$ cat config.mk
export PLATFORM = sky130hd
export DESIGN_NAME = journal_record_validator
export DESIGN_NICKNAME = d
export VERILOG_FILES = /design/src/sv/jrv_pkg.sv /design/src/sv/jrv_front.sv /design/src/sv/jrv_back.sv /design/src/sv/journal_record_validator.sv
export SDC_FILE = /design/constraint.sdc
export NUM_CORES = 1
export LEC_CHECK = 0
export BUFFER_PORTS_ARGS = -buffer_cell sky130_fd_sc_hd__buf_2
export CAP_MARGIN = 5
export CORE_ASPECT_RATIO = 0.8
export CORE_MARGIN = 5
export CORE_UTILIZATION = 23
export CTS_BUF_LIST = sky130_fd_sc_hd__clkbuf_8
export DETAILED_ROUTE_END_ITERATION = 8
export GPL_TIMING_DRIVEN = 0
export HOLD_SLACK_MARGIN = 0.02
export PLACE_DENSITY = 0.45
export SLEW_MARGIN = 5
export SYNTH_ARGS = -nofsm -noshare
export SYNTH_HDL_FRONTEND = slang
export SYNTH_SLANG_ARGS = --single-unit
$ cat constraint.sdc
create_clock -name clk -period 10.95 [get_ports clk]
set_input_delay 1.6425 -clock clk [delete_from_list [all_inputs] [get_ports clk]]
set_output_delay 1.6425 -clock clk [all_outputs]
set_load 0.1 [all_outputs]
$ cat src/sv/jrv_pkg.sv
// ----------------------------------------------------------------------------
// Journal record validator package
// Shared types and constants for the front end, back end and top level.
// ----------------------------------------------------------------------------
package jrv_pkg;

    // FNV-1a 32-bit constants.
    localparam logic [31:0] FNV_BASIS = 32'd2166136261;
    localparam logic [31:0] FNV_PRIME = 32'd16777619;

    // Record header characters.
    localparam logic [7:0] CHAR_N       = 8'h4E;
    localparam logic [7:0] CHAR_ONE     = 8'h31;
    localparam logic [7:0] CHAR_NEWLINE = 8'h0A;

    // Decoupling queue between front and back.
    localparam int QUEUE_DEPTH = 4;
    localparam int QPTR_W      = $clog2(QUEUE_DEPTH);
    localparam int QCNT_W      = $clog2(QUEUE_DEPTH + 1);

    // Final record status codes.
    typedef enum logic [2:0] {
        ST_OK     = 3'd0,
        ST_CHECK  = 3'd1,
        ST_MAGIC  = 3'd2,
        ST_NUMBER = 3'd3,
        ST_COUNT  = 3'd4,
        ST_TRUNC  = 3'd5,
        ST_TRAIL  = 3'd6
    } status_t;

    // One classified input byte as it waits in the queue.
    typedef struct packed {
        logic [7:0]  data;
        logic        last;
        logic [31:0] check;
        logic        is_digit;
        logic [3:0]  digit;
        logic        is_newline;
        logic [2:0]  magic_hit;
    } entry_t;

endpackage

$ cat src/sv/jrv_front.sv
// ----------------------------------------------------------------------------
// Journal record validator front end
// Accepts input bytes, classifies them and holds them in a short queue.
// ----------------------------------------------------------------------------
module jrv_front
(
    input  logic             clk,
    input  logic             rst_n,
    input  logic             in_valid,
    output logic             in_ready,
    input  logic [7:0]       data_byte,
    input  logic             final_byte,
    input  logic [31:0]      stored_check,
    output logic             q_valid,
    output jrv_pkg::entry_t  q_entry,
    input  logic             q_pop
);

    jrv_pkg::entry_t                 mem [jrv_pkg::QUEUE_DEPTH];
    jrv_pkg::entry_t                 new_entry;
    logic [jrv_pkg::QPTR_W-1:0]      wr_ptr_reg;
    logic [jrv_pkg::QPTR_W-1:0]      wr_ptr_next;
    logic [jrv_pkg::QPTR_W-1:0]      rd_ptr_reg;
    logic [jrv_pkg::QPTR_W-1:0]      rd_ptr_next;
    logic [jrv_pkg::QCNT_W-1:0]      count_reg;
    logic [jrv_pkg::QCNT_W-1:0]      count_next;
    logic                            push;
    logic                            pop;

    // Classify the incoming byte for the parser.
    always_comb
    begin
        new_entry            = '0;
        new_entry.data       = data_byte;
        new_entry.last       = final_byte;
        new_entry.check      = stored_check;
        new_entry.is_digit   = data_byte inside {[8'h30:8'h39]};
        new_entry.digit      = data_byte[3:0];
        new_entry.is_newline = (data_byte == jrv_pkg::CHAR_NEWLINE);
        new_entry.magic_hit  = {data_byte == jrv_pkg::CHAR_NEWLINE,
                                data_byte == jrv_pkg::CHAR_ONE,
                                data_byte == jrv_pkg::CHAR_N};
    end

    // Queue handshake on both sides.
    assign in_ready = (count_reg != jrv_pkg::QCNT_W'(jrv_pkg::QUEUE_DEPTH));
    assign push     = in_valid && in_ready;
    assign q_valid  = (count_reg != '0);
    assign pop      = q_pop && q_valid;
    assign q_entry  = mem[rd_ptr_reg];

    // Pointer and fill count updates.
    always_comb
    begin
        wr_ptr_next = push ? wr_ptr_reg + 1'b1 : wr_ptr_reg;
        rd_ptr_next = pop ? rd_ptr_reg + 1'b1 : rd_ptr_reg;
        count_next  = count_reg;
        if (push && !pop)
        begin
            count_next = count_reg + 1'b1;
        end
        else if (pop && !push)
        begin
            count_next = count_reg - 1'b1;
        end
    end

    always_ff @(posedge clk or negedge rst_n)
    begin
        if (!rst_n)
        begin
            wr_ptr_reg <= '0;
            rd_ptr_reg <= '0;
            count_reg  <= '0;
        end
        else
        begin
            wr_ptr_reg <= wr_ptr_next;
            rd_ptr_reg <= rd_ptr_next;
            count_reg  <= count_next;
        end
    end

    // Queue storage holds payload only.
    always_ff @(posedge clk)
    begin
        if (push)
        begin
            mem[wr_ptr_reg] <= new_entry;
        end
    end

endmodule

$ cat src/sv/jrv_back.sv
// ----------------------------------------------------------------------------
// Journal record validator back end
// Hashes and parses queued bytes and drives the registered result.
// ----------------------------------------------------------------------------
module jrv_back
#(
    parameter int MAX_EVENTS = 8
)
(
    input  logic             clk,
    input  logic             rst_n,
    input  logic             q_valid,
    input  jrv_pkg::entry_t  q_entry,
    output logic             q_pop,
    output logic             out_valid,
    input  logic             out_ready,
    output logic             event_byte_valid,
    output logic [7:0]       event_byte,
    output logic [2:0]       event_index,
    output logic             record_done,
    output logic [2:0]       status,
    output logic [31:0]      sequence_mark,
    output logic [3:0]       events_found
);

    typedef enum logic [2:0] {
        PH_MAGIC = 3'd0,
        PH_SEQ   = 3'd1,
        PH_COUNT = 3'd2,
        PH_LEN   = 3'd3,
        PH_BODY  = 3'd4,
        PH_TAIL  = 3'd5
    } phase_t;

    phase_t             phase_reg, phase_next;
    logic [1:0]         magic_pos_reg, magic_pos_next;
    logic [31:0]        hash_reg, hash_next;
    logic [31:0]        accum_reg, accum_next;
    logic               seen_reg, seen_next;
    logic [31:0]        seq_reg, seq_next;
    logic [3:0]         count_reg, count_next;
    logic [3:0]         index_reg, index_next;
    logic [31:0]        left_reg, left_next;
    jrv_pkg::status_t   err_reg, err_next;

    logic               out_valid_reg;
    logic               ev_valid_reg, ev_valid_next;
    logic [7:0]         ev_byte_reg, ev_byte_next;
    logic [2:0]         ev_index_reg, ev_index_next;
    logic               done_reg, done_next;
    jrv_pkg::status_t   status_reg, status_next;
    logic [31:0]        mark_reg, mark_next;
    logic [3:0]         found_reg, found_next;

    logic [35:0]        times_ten;
    logic               field_close;
    logic               magic_ok;
    logic [31:0]        mix;

    // A queued byte moves when the result register is free or being taken.
    assign q_pop = q_valid && (!out_valid_reg || out_ready);

    assign mix       = hash_reg ^ {24'd0, q_entry.data};
    assign times_ten = {1'b0, accum_reg, 3'b000} + {3'b000, accum_reg, 1'b0}
                     + {32'd0, q_entry.digit};

    always_comb
    begin
        case (magic_pos_reg)
            2'd0:    magic_ok = q_entry.magic_hit[0];
            2'd1:    magic_ok = q_entry.magic_hit[1];
            2'd2:    magic_ok = q_entry.magic_hit[2];
            default: magic_ok = 1'b0;
        endcase
    end

    // Hash, parse and status for the byte at the head of the queue.
    always_comb
    begin
        phase_next     = phase_reg;
        magic_pos_next = magic_pos_reg;
        hash_next      = mix * jrv_pkg::FNV_PRIME;
        accum_next     = accum_reg;
        seen_next      = seen_reg;
        seq_next       = seq_reg;
        count_next     = count_reg;
        index_next     = index_reg;
        left_next      = left_reg;
        err_next       = err_reg;
        field_close    = 1'b0;
        ev_valid_next  = 1'b0;
        ev_byte_next   = '0;
        ev_index_next  = '0;
        done_next      = 1'b0;
        status_next    = jrv_pkg::ST_OK;
        mark_next      = '0;
        found_next     = '0;

        if (err_reg == jrv_pkg::ST_OK)
        begin
            case (phase_reg)
                PH_MAGIC:
                begin
                    if (!magic_ok)
                    begin
                        err_next = jrv_pkg::ST_MAGIC;
                    end
                    else if (magic_pos_reg == 2'd2)
                    begin
                        phase_next     = PH_SEQ;
                        magic_pos_next = '0;
                    end
                    else
                    begin
                        magic_pos_next = magic_pos_reg + 1'b1;
                    end
                end
                PH_SEQ, PH_COUNT, PH_LEN:
                begin
                    if (q_entry.is_newline)
                    begin
                        if (!seen_reg)
                        begin
                            err_next = jrv_pkg::ST_NUMBER;
                        end
                        else
                        begin
                            field_close = 1'b1;
                        end
                    end
                    else if (!q_entry.is_digit || times_ten[35:32] != 4'd0)
                    begin
                        err_next = jrv_pkg::ST_NUMBER;
                    end
                    else
                    begin
                        accum_next = times_ten[31:0];
                        seen_next  = 1'b1;
                    end

                    // A newline closed a field: act on its value.
                    if (field_close)
                    begin
                        accum_next = '0;
                        seen_next  = 1'b0;
                        if (phase_reg == PH_SEQ)
                        begin
                            seq_next   = accum_reg;
                            phase_next = PH_COUNT;
                        end
                        else if (phase_reg == PH_COUNT)
                        begin
                            if (accum_reg > 32'(MAX_EVENTS))
                            begin
                                err_next = jrv_pkg::ST_COUNT;
                            end
                            else
                            begin
                                count_next = accum_reg[3:0];
                                index_next = '0;
                                phase_next = (accum_reg[3:0] == 4'd0) ? PH_TAIL : PH_LEN;
                            end
                        end
                        else if (accum_reg == '0)
                        begin
                            index_next = index_reg + 1'b1;
                            phase_next = (index_reg + 1'b1 >= count_reg) ? PH_TAIL : PH_LEN;
                        end
                        else
                        begin
                            left_next  = accum_reg;
                            phase_next = PH_BODY;
                        end
                    end
                end
                PH_BODY:
                begin
                    ev_valid_next = 1'b1;
                    ev_byte_next  = q_entry.data;
                    ev_index_next = index_reg[2:0];
                    left_next     = left_reg - 1'b1;
                    if (left_reg == 32'd1)
                    begin
                        index_next = index_reg + 1'b1;
                        phase_next = (index_reg + 1'b1 >= count_reg) ? PH_TAIL : PH_LEN;
                    end
                end
                default:
                begin
                    err_next = jrv_pkg::ST_TRAIL;
                end
            endcase
        end

        // The final byte reports the status and rearms for the next record.
        if (q_entry.last)
        begin
            done_next  = 1'b1;
            mark_next  = seq_next;
            found_next = count_next;
            if (hash_next != q_entry.check)
            begin
                status_next = jrv_pkg::ST_CHECK;
            end
            else if (err_next != jrv_pkg::ST_OK)
            begin
                status_next = err_next;
            end
            else if (phase_next != PH_TAIL)
            begin
                status_next = jrv_pkg::ST_TRUNC;
            end
            phase_next     = PH_MAGIC;
            magic_pos_next = '0;
            hash_next      = jrv_pkg::FNV_BASIS;
            accum_next     = '0;
            seen_next      = 1'b0;
            seq_next       = '0;
            count_next     = '0;
            index_next     = '0;
            left_next      = '0;
            err_next       = jrv_pkg::ST_OK;
        end
    end

    // Parser state and the registered result, loaded with each popped byte.
    always_ff @(posedge clk or negedge rst_n)
    begin
        if (!rst_n)
        begin
            phase_reg     <= PH_MAGIC;
            magic_pos_reg <= '0;
            hash_reg      <= jrv_pkg::FNV_BASIS;
            accum_reg     <= '0;
            seen_reg      <= 1'b0;
            seq_reg       <= '0;
            count_reg     <= '0;
            index_reg     <= '0;
            left_reg      <= '0;
            err_reg       <= jrv_pkg::ST_OK;
            out_valid_reg <= 1'b0;
            ev_valid_reg  <= 1'b0;
            ev_byte_reg   <= '0;
            ev_index_reg  <= '0;
            done_reg      <= 1'b0;
            status_reg    <= jrv_pkg::ST_OK;
            mark_reg      <= '0;
            found_reg     <= '0;
        end
        else
        begin
            if (q_pop)
            begin
                phase_reg     <= phase_next;
                magic_pos_reg <= magic_pos_next;
                hash_reg      <= hash_next;
                accum_reg     <= accum_next;
                seen_reg      <= seen_next;
                seq_reg       <= seq_next;
                count_reg     <= count_next;
                index_reg     <= index_next;
                left_reg      <= left_next;
                err_reg       <= err_next;
                out_valid_reg <= 1'b1;
                ev_valid_reg  <= ev_valid_next;
                ev_byte_reg   <= ev_byte_next;
                ev_index_reg  <= ev_index_next;
                done_reg      <= done_next;
                status_reg    <= status_next;
                mark_reg      <= mark_next;
                found_reg     <= found_next;
            end
            else if (out_ready)
            begin
                out_valid_reg <= 1'b0;
            end
        end
    end

    assign out_valid        = out_valid_reg;
    assign event_byte_valid = ev_valid_reg;
    assign event_byte       = ev_byte_reg;
    assign event_index      = ev_index_reg;
    assign record_done      = done_reg;
    assign status           = status_reg;
    assign sequence_mark    = mark_reg;
    assign events_found     = found_reg;

endmodule

$ cat src/sv/journal_record_validator.sv
// ----------------------------------------------------------------------------
// Journal record validator
// Streams one stored journal record, checks its FNV-1a checksum and layout.
// ----------------------------------------------------------------------------
// The input channel (in_valid/in_ready) carries one record byte per
// transaction, with final_byte on the last one and stored_check sampled
// with it. The output channel (out_valid/out_ready) returns exactly one
// result transaction per input transaction, in order: event content bytes
// tagged with their event index, and on the final byte the record status,
// the parsed sequence value and the event count.
// An accepted byte passes the queue and then the result register before
// out_valid. Throughput is one byte per cycle while out_ready holds, set
// by the back end's combinational hash multiply and decimal accumulate.
// A four-entry queue between the classifier and the parser keeps the input
// open while a result waits; when the receiver stalls, input is accepted
// until the queue fills, then in_ready drops.
// Reset clears the queue and the parser, which then expects a new record.
// After each final byte the parser returns to its reset state by itself.
// ----------------------------------------------------------------------------
module journal_record_validator
#(
    parameter int MAX_EVENTS = 8
)
(
    input  logic        clk,
    input  logic        rst_n,
    input  logic        in_valid,
    output logic        in_ready,
    input  logic [7:0]  data_byte,
    input  logic        final_byte,
    input  logic [31:0] stored_check,
    output logic        out_valid,
    input  logic        out_ready,
    output logic        event_byte_valid,
    output logic [7:0]  event_byte,
    output logic [2:0]  event_index,
    output logic        record_done,
    output logic [2:0]  status,
    output logic [31:0] sequence_mark,
    output logic [3:0]  events_found
);

    logic             q_valid;
    logic             q_pop;
    jrv_pkg::entry_t  q_entry;

    // Byte classification and decoupling queue.
    jrv_front u_front
    (
        .clk          (clk),
        .rst_n        (rst_n),
        .in_valid     (in_valid),
        .in_ready     (in_ready),
        .data_byte    (data_byte),
        .final_byte   (final_byte),
        .stored_check (stored_check),
        .q_valid      (q_valid),
        .q_entry      (q_entry),
        .q_pop        (q_pop)
    );

    // Checksum, parser and result register.
    jrv_back #(
        .MAX_EVENTS (MAX_EVENTS)
    ) u_back
    (
        .clk              (clk),
        .rst_n            (rst_n),
        .q_valid          (q_valid),
        .q_entry          (q_entry),
        .q_pop            (q_pop),
        .out_valid        (out_valid),
        .out_ready        (out_ready),
        .event_byte_valid (event_byte_valid),
        .event_byte       (event_byte),
        .event_index      (event_index),
        .record_done      (record_done),
        .status           (status),
        .sequence_mark    (sequence_mark),
        .events_found     (events_found)
    );

endmodule

==> Word-level counts from Yosys, hierarchy flattened <==
Memory sizes are Yosys's and may differ from the RTL's.
Index checks and enable logic that the tools add are counted.
{ "word_totals": {"output_inout_bits": 54, "inputBits": 45, "n_memories": 1, "wordCells": 185, "ramBits": 200, "regBits": 205} }
{ "op_classes": {"bitwise_logic": 1, "eq_ne": 22, "n_reduce_logical": 32, "mux": 94, "multipliers": 1, "n_lt_le_gt_ge": 4, "addsub": 9} }
{ "memory_table": {"columns": ["memory", "depth", "word_bits", "rd", "rd_ports_with_merged_regs", "write_ports", "line_no", "text"], "rows": [
  ["u_front.mem", 4, 50, 1, 0, 1, "jrv_front.sv:19", "jrv_pkg::entry_t mem [jrv_pkg::QUEUE_DEPTH];"]
]} }
{ "op_table": {"columns": ["op", "n"], "rows": [
  ["2-to-1 mux 32 bit", 19],
  ["2-to-1 mux 3 bit", 30],
  ["2-to-1 mux 4 bit", 16],
  ["one-hot mux 32 bit (2 select lines)", 1],
  ["adder 35 x 33 -> 36 bit", 1],
  ["adder 36 x 4 -> 36 bit", 1],
  ["equality test 32 x 1 -> 1 bit (second input constant)", 1],
  ["> comparator 32 x 4 -> 1 bit (second input constant)", 1],
  ["logical NOT 32 bit", 1],
  ["multiplier 32 x 25 -> 32 bit (second input constant)", 1],
  ["!= test 32 bit", 1],
  ["subtractor 32 x 1 -> 32 bit (second input constant)", 1],
  ["XOR 32 x 8 -> 32 bit", 1],
  ["!= test 3 bit (second input constant)", 6],
  ["one-hot mux 3 bit (3 select lines)", 2],
  ["2-to-1 mux 1 bit", 17],
  ["2-to-1 mux 8 bit", 2],
  ["nonzero test 2 bit", 6],
  ["2-to-1 mux 2 bit", 5],
  ["nonzero test 3 bit", 3],
  ["equality test 8 x 4 -> 1 bit (second input constant)", 1],
  ["equality test 8 x 6 -> 1 bit (second input constant)", 1],
  ["equality test 8 x 7 -> 1 bit (second input constant)", 1],
  ["greater-or-equal comparator 8 x 6 -> 1 bit (second input constant)", 1],
  ["29 further kinds", 43]
]} }

==> Logic depth before layout (Yosys ltp) <==
Gate-level depths: netlist of the first run.
{ "logic_depth": {"depth_word": 16, "mapped_depth": 31} }

==> Hierarchy <==
Synthesis of the first run repeated with hierarchy kept, for this count alone.
{ "unflattened": {"cells_unflattened": 2386, "area_unflattened_um2": 25530.7} }
{ "by_module_without_submodules": {"columns": ["mod", "cells_each", "area_per_inst_um2", "instances"], "rows": [
  ["jrv_back", 2101, 18505.2, 1],
  ["jrv_front", 285, 7025.5, 1]
]} }

==> Worst setup path before layout of the first run <==
No wires, ideal clock.
{ "synth_path": {"kind": "register to register", "start": "register u_front.rd_ptr_reg[0] (netlist bit)", "end": "register u_back.status_reg[0], in the netlist u_back.status[0]", "required_time_ps": 10815, "slack_ps": 2819, "stages_incl_launch_ff": 32, "synth_period_minus_slack_ps": 8131, "arrival_ps": 7996, "path_cell_list": "dfrtp_1 > buf_6 > buf_6 > buf_6 > buf_2 > buf_2 > mux4_2 > xor2_1 > ha_1 > ha_1 > inv_1 > fa_1 > inv_1 > ha_1 > fa_1 > ha_1 > inv_1 > fa_1 > inv_1 > ha_1 > buf_2 > nand2_1 > or3_1 > or3_1 > a31oi_2 > o211ai_1 > and2b_1 > xnor3_1 > nor3b_1 > nand4_1 > o31ai_2 > o211ai_1"} }
{ "synth_between": {"elab_chain_cells": 16} }
{ "synth_lines": {"columns": ["element", "line_no", "text"], "rows": [
  ["from (decl)", "jrv_front.sv:23", "logic [jrv_pkg::QPTR_W-1:0] rd_ptr_reg;"],
  ["from (signal assigned)", "jrv_front.sv:79", "rd_ptr_reg <= rd_ptr_next;"],
  ["memory read (4 x 50 bit) (*)", null, null],
  ["branches (longest 14 deep; another with multiplier 32 x 25 -> 32 bit)", null, null],
  ["2-to-1 mux 3 bit (*)", "jrv_back.sv:196", "if (q_entry.last)"],
  ["to (signal assigned)", "jrv_back.sv:246", "status_reg <= jrv_pkg::ST_OK;"],
  ["to (signal assigned)", "jrv_back.sv:269", "status_reg <= status_next;"],
  ["to (decl)", "jrv_back.sv:51", "jrv_pkg::status_t status_reg, status_next;"]
]} }
Mark *: on every way between the ends. The select of a mux whose other input is x is not followed.
A chain may end at the register's enable or synchronous reset.

==> Worst setup path in the final report of the first run <==
Same ends and word-level chain as after synthesis.

==> flow_metrics.py, run 1 <==
metrics = {
    "status": {
        "status": "finished, final reports clean",
    },
    "setup_path": {
        "r2r_end": "u_back.status[0]$_DFFE_PN0P_",
        "r2r_cells": 31,
        "path_max_fanout": 10,
        "cp_data_required_time_ns": 11.48,
        "path_common_cell": "ha_1",
        "startpoint_type": "register",
        "crit-reg2reg-launch": "u_front.rd_ptr_reg[0]$_DFFE_PN0P_",
        "reg2reg_slack_ns": 0.72,
        "arrival_ns": 10.75,
        "crit_path_end_kind": "register",
        "cp_slowest_cell": "xor2_1",
        "cp_slowest_stage_delay_ns": 0.73,
        "path_class": "register to register",
    },
    "synthesis": {
        "syn_area_um2": 24600,
        "seq_area_frac_synth_pct": 42.8,
        "synth_cell_type_count": 82,
        "ys_warn_count": 0,
        "ys_seq_elements": 385,
        "syn_area_per_cell_um2": 11.2,
        "syn_nets": 2586,
        "synthArstFlopShare_pct": 53.2,
        "yosys_most_used_dff": "dfrtp_1",
        "synth_edf_count": 180,
        "syn_inst": 2203,
    },
    "drt": {
        "post-route-drc-count": 0,
        "wl_per_cell_um": 20.0,
        "drt_iter0_drc": 1474,
        "dr.pass1.iters": 5,
        "postRouteAntennaNets": 0,
        "viasPerCell": 4.62,
        "wl_um": 77100,
        "num_vias": 17800,
    },
    "timing": {
        "finalHoldViolCount": 0,
        "maxSlewHeadroom_pct": 4.72,
        "fin_skew_ns": 0.0534,
        "post-route-period-util_pct": 93.4,
        "max_freq_mhz": 97.8,
        "rsz0062_at_grt": "false",
        "maxSlewViolCount": 0,
        "tightest_slew_ns": 1.42,
        "layout_min_cycle_time_ns": 10.23,
        "fin_tns_setup_ns": 0,
        "setup_viol": 0,
    },
    "clock_network": {
        "cts_sinks": 385,
        "insertion_delay_ns": 0.67,
        "clkTransAtPathRegs_ns": 0.05,
        "clock_path_buffers": 3,
        "cts_buffers": 74,
        "cts_tree": "yes",
        "htreeDepth": 3,
        "cts_root_buffer": "clkbuf_8",
    },
    "floorplan": {
        "fp.dieH_um": 303,
        "dieArea_um2": 114000,
        "ios": 99,
        "row_count": 107,
        "coreArea_um2": 106000,
        "start_util_pct": 23.2,
        "die_x_um": 376,
    },
    "global_routing": {
        "antenna_found_initial": 5,
        "grt_pass1_wl_um": 116000,
        "grt_pass1_vias": 17700,
        "grt_max_degree": 96,
        "track_usage_pct": 13.3,
        "grt-ovfl-total": 0,
    },
    "finish": {
        "fin_nets": 2764,
        "nFillCells": 11300,
        "drive_gt1_share_pct": 13.0,
        "regMostFlops": "u_front.mem",
        "area_delta_synth_final_pct": 15.5,
        "largest_register_ffs": 180,
    },
    "min_path": {
        "min_path_type": "register to register",
        "hold_start": "u_back.events_found[0]$_DFFE_PN0P_",
        "min_to": "u_back.events_found[0]$_DFFE_PN0P_",
        "holdPathStages": 2,
    },
    "flow_run": {
        "cap_violations": 0,
    },
    "place": {
        "port_buffers": 98,
        "place_congestion": 0.849,
        "hpwl_um": 58000,
    },
}
critical path, delay by kind of cell (launching register included):
family,cells,cell delay [ns]
AND/OR/NAND/NOR,5,1.89
XOR/XNOR,3,1.20
adder cells (fa/ha/maj),8,2.84
flip-flops,1,0.51
multiplexers,1,0.64
AO/OA/AOI/OAI,4,1.07
buffers and inverters,10,1.94
cell usage in the layout, fill, tap and decap left out, drive strengths merged, types with 14 or more instances in the layout:
master | Yosys | final
a21o | 27 | 27
a21oi | 112 | 112
a22o | 53 | 53
a31oi | 14 | 14
and3 | 21 | 21
buf | 24 | 125
clkbuf | 70 | 155
clkinv | 0 | 14
dfrtp | 191 | 191
dfstp | 14 | 14
edfxtp | 180 | 180
fa | 77 | 77
ha | 261 | 261
inv | 183 | 210
mux2i | 39 | 39
mux4 | 43 | 43
nand2 | 149 | 149
nand3 | 25 | 25
nand4 | 14 | 14
nor2 | 113 | 113
nor3 | 38 | 38
nor4 | 22 | 22
o21ai | 196 | 196
o31ai | 34 | 34
xnor2 | 61 | 61
xor2 | 48 | 48
logic make-up (layout without fill, tap and decap cells):
logic type,after synthesis,count (layout),synth area share (%)
AO/OA/AOI/OAI,543,543,14.1
XOR/XNOR,114,114,4.33
multiplexers,88,88,5.80
buffers and inverters,277,505,4.47
other,0,3,0
adder cells (fa/ha/maj),338,338,19.5
AND/OR/NAND/NOR,458,458,8.97
flip-flops,385,385,42.8
worst max path at each step:
stage / cells past startpoint / from / endpoint / slack, ns
after global placement: 30 / u_front.rd_ptr_reg[1]$_DFFE_PN0P_ / u_back.status[0]$_DFFE_PN0P_ / 0.05
final: 31 / u_front.rd_ptr_reg[0]$_DFFE_PN0P_ / u_back.status[0]$_DFFE_PN0P_ / 0.72
after CTS: 30 / u_front.rd_ptr_reg[1]$_DFFE_PN0P_ / u_back.status[0]$_DFFE_PN0P_ / 0.006
after global routing: 31 / u_front.rd_ptr_reg[0]$_DFFE_PN0P_ / u_back.status[0]$_DFFE_PN0P_ / 0.08
after detailed placement: 30 / u_front.rd_ptr_reg[1]$_DFFE_PN0P_ / u_back.status[0]$_DFFE_PN0P_ / 0.09
after floorplan: 31 / u_front.rd_ptr_reg[0]$_DFFE_PN0P_ / u_back.status[0]$_DFFE_PN0P_ / 2.82
per-layer routing:
metal,global-route usage (%),vias to the layer above,part of all wire [%]
met5,0,-,0.027
met3,3.03,87,6.3
met1,20.9,8878,52
li1,-,8396,-
met4,2.75,4,1.5
met2,18.4,438,40
synth_stat cells (7+ instances only):
cell type / n / area share (%)
o21ai_0: 195 / 4.0
or3_1: 12 / 0.30
nor4_1: 20 / 0.51
inv_1: 183 / 2.8
mux2i_1: 39 / 1.6
a31oi_1: 13 / 0.33
buf_2: 12 / 0.24
nor2b_1: 9 / 0.23
xnor2_1: 61 / 2.2
clkbuf_1: 69 / 1.1
nor2_1: 113 / 1.7
fa_1: 77 / 6.3
mux4_2: 42 / 3.8
dfstp_2: 14 / 1.5
and3_1: 21 / 0.53
nand4_1: 14 / 0.36
a22oi_1: 7 / 0.21
nand2_1: 149 / 2.3
a21oi_1: 112 / 2.3
o21a_1: 12 / 0.37
o2111ai_1: 7 / 0.25
ha_1: 261 / 13
edfxtp_1: 180 / 22
o31ai_1: 33 / 1.0
nand2b_1: 13 / 0.33
nor3_1: 37 / 0.75
a21o_1: 27 / 0.82
nand3_1: 25 / 0.51
and2_1: 8 / 0.20
o211ai_1: 13 / 0.40
xor2_1: 48 / 1.7
dfrtp_1: 191 / 19
a22o_1: 53 / 1.9
layout make-up:
cell class	instances	area, um2	share of cell area [%]
Multi-Input combinational cell	1541	13000	45.8
Timing Repair Buffer	102	596	2.09
Buffer	94	415	1.46
Tap cell	1417	1770	6.23
Sequential cell	385	10600	37.1
Inverter	183	687	2.41
Antenna cell	3	7.51	0.0264
Clock inverter	42	238	0.835
Clock buffer	84	1160	4.06
per-stage QoR:
stage | setup WS [ns] | area [um2] | utilization [%] | instances | hold slack, ns
3_5_place_dp | 0.0914 | 27000 | 25.4 | 3722 | 0.471
2_1_floorplan | 2.82 | 24600 | - | 2203 | 0.461
3_3_place_gp | 0.0517 | 26900 | 25.3 | 3718 | 0.459
4_1_cts | 0.00557 | 28400 | 26.7 | 3848 | 0.483
6_report | 0.723 | 28500 | 26.7 | 3851 | 0.479
5_1_grt | 0.0833 | 28500 | 26.7 | 3849 | 0.502
timing repair:
item / 4_1_cts / 5_1_grt
hold buffers: 0 / 0
setup buffers: 0 / 0
setup endpoints to repair: 0 / 3
gates resized for setup: 0 / 6
Power of run 1 is left out: the tool's default activity adds up to more than one toggle a clock period on the data nets, which glitch-free logic cannot reach.
==> run 2, diff against run 1 <==
BUFFER_PORTS_ARGS = -buffer_cell sky130_fd_sc_hd__buf_4   (was -buffer_cell sky130_fd_sc_hd__buf_2)
==> run 2 against run 1 <==
First-iteration DRC count fell by 13%. Flip-flop and latch count is the same. Die area is the same. Clock skew shrank 0.023 ns. Critical path depth did not move. Core utilization rose by 0.31 points. Cell area is 1.2% higher. Largest cell class unchanged.
==> flow_metrics.py, run 2 (synthesized netlist as in run 1, its figures left out) <==
metrics = {
    "drt": {
        "postRouteAntennaNets": 0,
        "viasPerCell": 4.64,
        "wl_um": 77400,
        "dr.pass1.iters": 5,
        "wl_per_cell_um": 20.0,
        "drt_iter0_drc": 1276,
        "num_vias": 17900,
        "post-route-drc-count": 0,
    },
    "timing": {
        "rsz0062_at_grt": "false",
        "maxSlewViolCount": 0,
        "fin_skew_ns": 0.0309,
        "setup_viol": 0,
        "fin_tns_setup_ns": 0,
        "layout_min_cycle_time_ns": 10.18,
        "whs_ns": 0.482,
        "post-route-period-util_pct": 93.0,
        "tightest_slew_ns": 1.34,
        "max_freq_mhz": 98.2,
        "finalHoldViolCount": 0,
        "maxSlewHeadroom_pct": 10.2,
    },
    "setup_path": {
        "arrival_ns": 10.74,
        "cp_slowest_stage_delay_ns": 0.69,
        "startpoint_type": "register",
        "path_max_fanout": 10,
        "path_buf_inv": 10,
        "r2r_cells": 31,
        "path_common_cell": "ha_1",
        "cp_data_required_time_ns": 11.50,
        "crit_cells": 31,
        "cp_slowest_cell": "mux4_2",
        "crit-reg2reg-launch": "u_front.rd_ptr_reg[0]$_DFFE_PN0P_",
        "path_class": "register to register",
        "reg2reg_slack_ns": 0.77,
        "r2r_end": "u_back.status[0]$_DFFE_PN0P_",
        "critical-path-top-delay-family": "adder cells",
        "crit_path_end_kind": "register",
    },
    "clock_network": {
        "htreeDepth": 3,
        "cts_buffers": 76,
        "post_cts_buffers": 0,
        "cts_root_buffer": "clkbuf_8",
        "cts_resized": 0,
        "clkTransAtPathRegs_ns": 0.06,
        "cts_hold_buffers": 0,
        "insertion_delay_ns": 0.69,
        "clock_path_buffers": 3,
        "cts_sinks": 385,
        "cts_tree": "yes",
    },
    "floorplan": {
        "row_count": 107,
        "coreArea_um2": 106000,
        "dieArea_um2": 114000,
        "start_util_pct": 23.2,
        "die_x_um": 376,
        "ios": 99,
        "fp.dieH_um": 303,
    },
    "place": {
        "hpwl_um": 58600,
        "port_buffers": 98,
        "place_congestion": 0.844,
    },
    "global_routing": {
        "grt_pass1_wl_um": 117000,
        "grt-ovfl-total": 0,
        "antenna_found_initial": 2,
        "grt_pass1_vias": 17900,
        "track_usage_pct": 13.5,
        "grt_max_degree": 85,
    },
    "finish": {
        "fin_nets": 2767,
        "regMostFlops": "u_front.mem",
        "largest_register_ffs": 180,
        "nFillCells": 11200,
        "most-common-layout-cells": "261 x ha_1, 210 x inv_1, 195 x o21ai_0",
        "drive_gt1_share_pct": 13.1,
        "area.sequential_um2": 10600,
        "final_common_cell": "ha_1",
        "area_delta_synth_final_pct": 16.9,
        "final_util_pct": 27.1,
        "multi_input_area_um2": 13000,
    },
    "min_path": {
        "min_path_type": "register to register",
        "hold_start": "u_back.event_byte[0]$_DFFE_PN0P_",
        "holdPathStages": 2,
        "min_to": "u_back.event_byte[0]$_DFFE_PN0P_",
    },
    "status": {
        "status": "finished, final reports clean",
    },
    "flow_run": {
        "cap_violations": 0,
    },
}
-- run 2: cell count changes in the layout (fill, tap and decap cells not counted), sizes merged --
cell,previous run,this run
clkbuf,155,156
clkinvlp,0,1
inv,210,215
clkinv,14,19
buf,125,126
diode,3,2
-- run 2: how the worst max path moves through the flow --
| stage | start | end | slack, ns |
|---|---|---|---|
| after global placement | u_front.rd_ptr_reg[1]$_DFFE_PN0P_ | u_back.status[0]$_DFFE_PN0P_ | 0.15 |
| after detailed placement | u_front.rd_ptr_reg[1]$_DFFE_PN0P_ | u_back.status[0]$_DFFE_PN0P_ | 0.17 |
| final | u_front.rd_ptr_reg[0]$_DFFE_PN0P_ | u_back.status[0]$_DFFE_PN0P_ | 0.77 |
| after global routing | u_front.rd_ptr_reg[0]$_DFFE_PN0P_ | u_back.status[0]$_DFFE_PN0P_ | 0.03 |
| after CTS | u_front.rd_ptr_reg[1]$_DFFE_PN0P_ | u_back.status[0]$_DFFE_PN0P_ | 0.09 |
| after floorplan | u_front.rd_ptr_reg[0]$_DFFE_PN0P_ | u_back.status[0]$_DFFE_PN0P_ | 2.82 |
-- run 2: area by class of cell --
class                   count  area share [%]
multi-input cells        1541            45.3
flip-flops and latches    385            36.6
well taps                1417            6.16
clock buffers              85            4.06
repair buffers            103            2.98
inverters                 183            2.39
plain buffers              94            1.44
clock inverters            53            1.03
diodes                      2          0.0174
-- run 2: routing by layer --
metal | wire length (um) | global-route usage (%) | vias up
li1 | - | - | 8419
met1 | 39800 | 21.0 | 8905
met2 | 30900 | 18.6 | 478
met3 | 5020 | 3.01 | 110
met4 | 1620 | 3.59 | 2
met5 | 20 | 0 | -
-- run 2: stage by stage --
stage | setup slack [ns] | cells | instance area, um2
finish | 0.766 | 3863 | 28800
global placement | 0.146 | 3718 | 27200
global route | 0.0341 | 3863 | 28800
floorplan | 2.82 | 2203 | 24600
detailed placement | 0.172 | 3723 | 27300
CTS | 0.0895 | 3861 | 28800
-- run 2: worst min-delay path, cell delays in order (launching register included) --
cell,delay (ns)
dfrtp_1,0.34
nand2_1,0.05
o21ai_0,0.06
Power of run 2 is left out for the same reason.
==> run 3, diff against run 2 <==
PLACE_DENSITY = 0.46   (was 0.45)
clock period = 8.2 ns   (was 10.95 ns; I/O delays follow)
==> run 3 against run 2 <==
Flip-flop and latch count is the same. Critical path depth decreased by 1. First-iteration DRC count decreased by 2.0%. Non-clock buffer count up 19. Hold slack about the same. Clock skew grew 0.015 ns. Wire length down 1.8%. Core utilization increased by 0.31 points. Global-route usage decreased by 0.18 points. Critical endpoint unchanged.
==> flow_metrics.py, run 3 (synthesized netlist as in run 1, its figures left out) <==
metrics = {
    "finish": {
        "nFillCells": 11200,
        "area.sequential_um2": 10600,
        "fin_area_um2": 29100,
        "most-common-layout-cells": "261 x ha_1, 211 x inv_1, 193 x o21ai_0",
        "regMostFlops": "u_front.mem",
        "fin_nets": 2785,
        "area_delta_synth_final_pct": 18.2,
        "layout.cells.non_filler": 3877,
        "final_common_cell": "ha_1",
        "largest_register_ffs": 180,
        "drive_gt1_share_pct": 14.2,
        "multi_input_area_um2": 13200,
    },
    "global_routing": {
        "grt-ovfl-total": 0,
        "use_met1_pct": 20.5,
        "met2_usage_pct": 18.8,
        "track_usage_pct": 13.3,
        "grt_use_met3_pct": 2.96,
        "grt_pass1_vias": 18000,
        "grt_pass1_wl_um": 116000,
        "antenna_found_initial": 1,
        "grt_max_degree": 73,
        "top_usage_layer": "met1",
    },
    "drt": {
        "postRouteAntennaNets": 0,
        "wl_per_cell_um": 19.6,
        "post-route-drc-count": 0,
        "drt_iter0_drc": 1251,
        "num_vias": 17800,
        "wl_um": 76000,
        "viasPerCell": 4.59,
        "dr.pass1.iters": 5,
    },
    "setup_path": {
        "path_buf_inv": 9,
        "path_class": "register to register",
        "startpoint_type": "register",
        "reg2reg_slack_ns": 0.39,
        "crit_path_end_kind": "register",
        "critical-path-top-delay-family": "adder cells",
        "path_max_fanout": 19,
        "arrival_ns": 8.33,
        "cp_slowest_cell": "fa_1",
        "cp_slowest_stage_delay_ns": 0.53,
        "cp_data_required_time_ns": 8.72,
        "path_common_cell": "ha_1",
    },
    "timing": {
        "layout_min_cycle_time_ns": 7.81,
        "max_freq_mhz": 128,
        "fin_skew_ns": 0.0457,
        "rsz0062_at_grt": "false",
        "tightest_slew_ns": 1.20,
        "setup_viol": 0,
        "finalHoldViolCount": 0,
        "post-route-period-util_pct": 95.3,
        "maxSlewHeadroom_pct": 19.8,
        "maxSlewViolCount": 0,
    },
    "clock_network": {
        "cts_buffers": 75,
        "cts_tree": "yes",
        "clkTransAtPathRegs_ns": 0.06,
        "cts_hold_buffers": 0,
        "clock_path_buffers": 3,
        "insertion_delay_ns": 0.67,
        "htreeDepth": 3,
        "cts_sinks": 385,
        "cts_root_buffer": "clkbuf_8",
    },
    "place": {
        "place_congestion": 0.843,
        "port_buffers": 98,
        "placed_area_um2": 27300,
        "hpwl_um": 57100,
        "dp_cells": 3723,
    },
    "floorplan": {
        "die_x_um": 376,
        "coreArea_um2": 106000,
        "fp.dieH_um": 303,
        "ios": 99,
        "row_count": 107,
        "dieArea_um2": 114000,
        "start_util_pct": 23.2,
    },
    "min_path": {
        "min_path_type": "register to register",
    },
    "status": {
        "status": "finished, final reports clean",
    },
    "flow_run": {
        "cap_violations": 0,
    },
}
-- run 3: final timing paths --
kind | from | end | cells after the start
hold reg to reg | u_back.sequence_mark[14]$_DFFE_PN0P_ | u_back.sequence_mark[14]$_DFFE_PN0P_ | 2
hold / removal | u_back.sequence_mark[14]$_DFFE_PN0P_ | u_back.sequence_mark[14]$_DFFE_PN0P_ | 2
setup reg to reg | u_front.rd_ptr_reg[1]$_DFFE_PN0P_ | u_back.status[0]$_DFFE_PN0P_ | 30
setup / recovery | u_front.rd_ptr_reg[1]$_DFFE_PN0P_ | u_back.status[0]$_DFFE_PN0P_ | 30
min in group asynchronous | rst_n | u_back.events_found[0]$_DFFE_PN0P_ | 1
max in group asynchronous | rst_n | u_front.rd_ptr_reg[1]$_DFFE_PN0P_ | 3
-- run 3: stage by stage --
stage               setup slack [ns]  setup TNS [ns]  utilization [%]  hold WS [ns]
floorplan                     0.0691               0                -         0.461
global placement               -2.16          -20.03             25.5         0.467
detailed placement             -2.07          -18.76             25.6         0.474
finish                         0.387               0             27.4         0.482
global route                  0.0290               0             27.4         0.504
CTS                           0.0176               0             27.3         0.480
-- run 3: layout make-up --
cell class	count	area share, %
Antenna cell	1	0.00859
Buffer	90	1.57
Clock buffer	81	3.83
Clock inverter	53	0.979
Inverter	183	2.36
Multi-Input combinational cell	1541	45.4
Sequential cell	385	36.2
Tap cell	1417	6.09
Timing Repair Buffer	126	3.51
-- run 3: worst min-delay path, delay by kind of cell, from the launching register on --
family	cells	cell delay (ns)
simple gates	1	0.05
compound gates	1	0.06
flops	1	0.34
-- run 3: metal layers --
metal	vias to the layer above	share of wire, %
li1	8448	-
met1	8849	52
met2	416	41
met3	91	5.8
met4	0	1.8
met5	-	0
-- run 3: repair_timing --
action | CTS | global route
gates resized for setup | 45 | 15
endpoints found under the setup margin | 23 | 3
pin swaps | 8 | 2
buffers inserted | 18 | 5
gates cloned | 0 | 0
Power of run 3 is left out for the same reason.
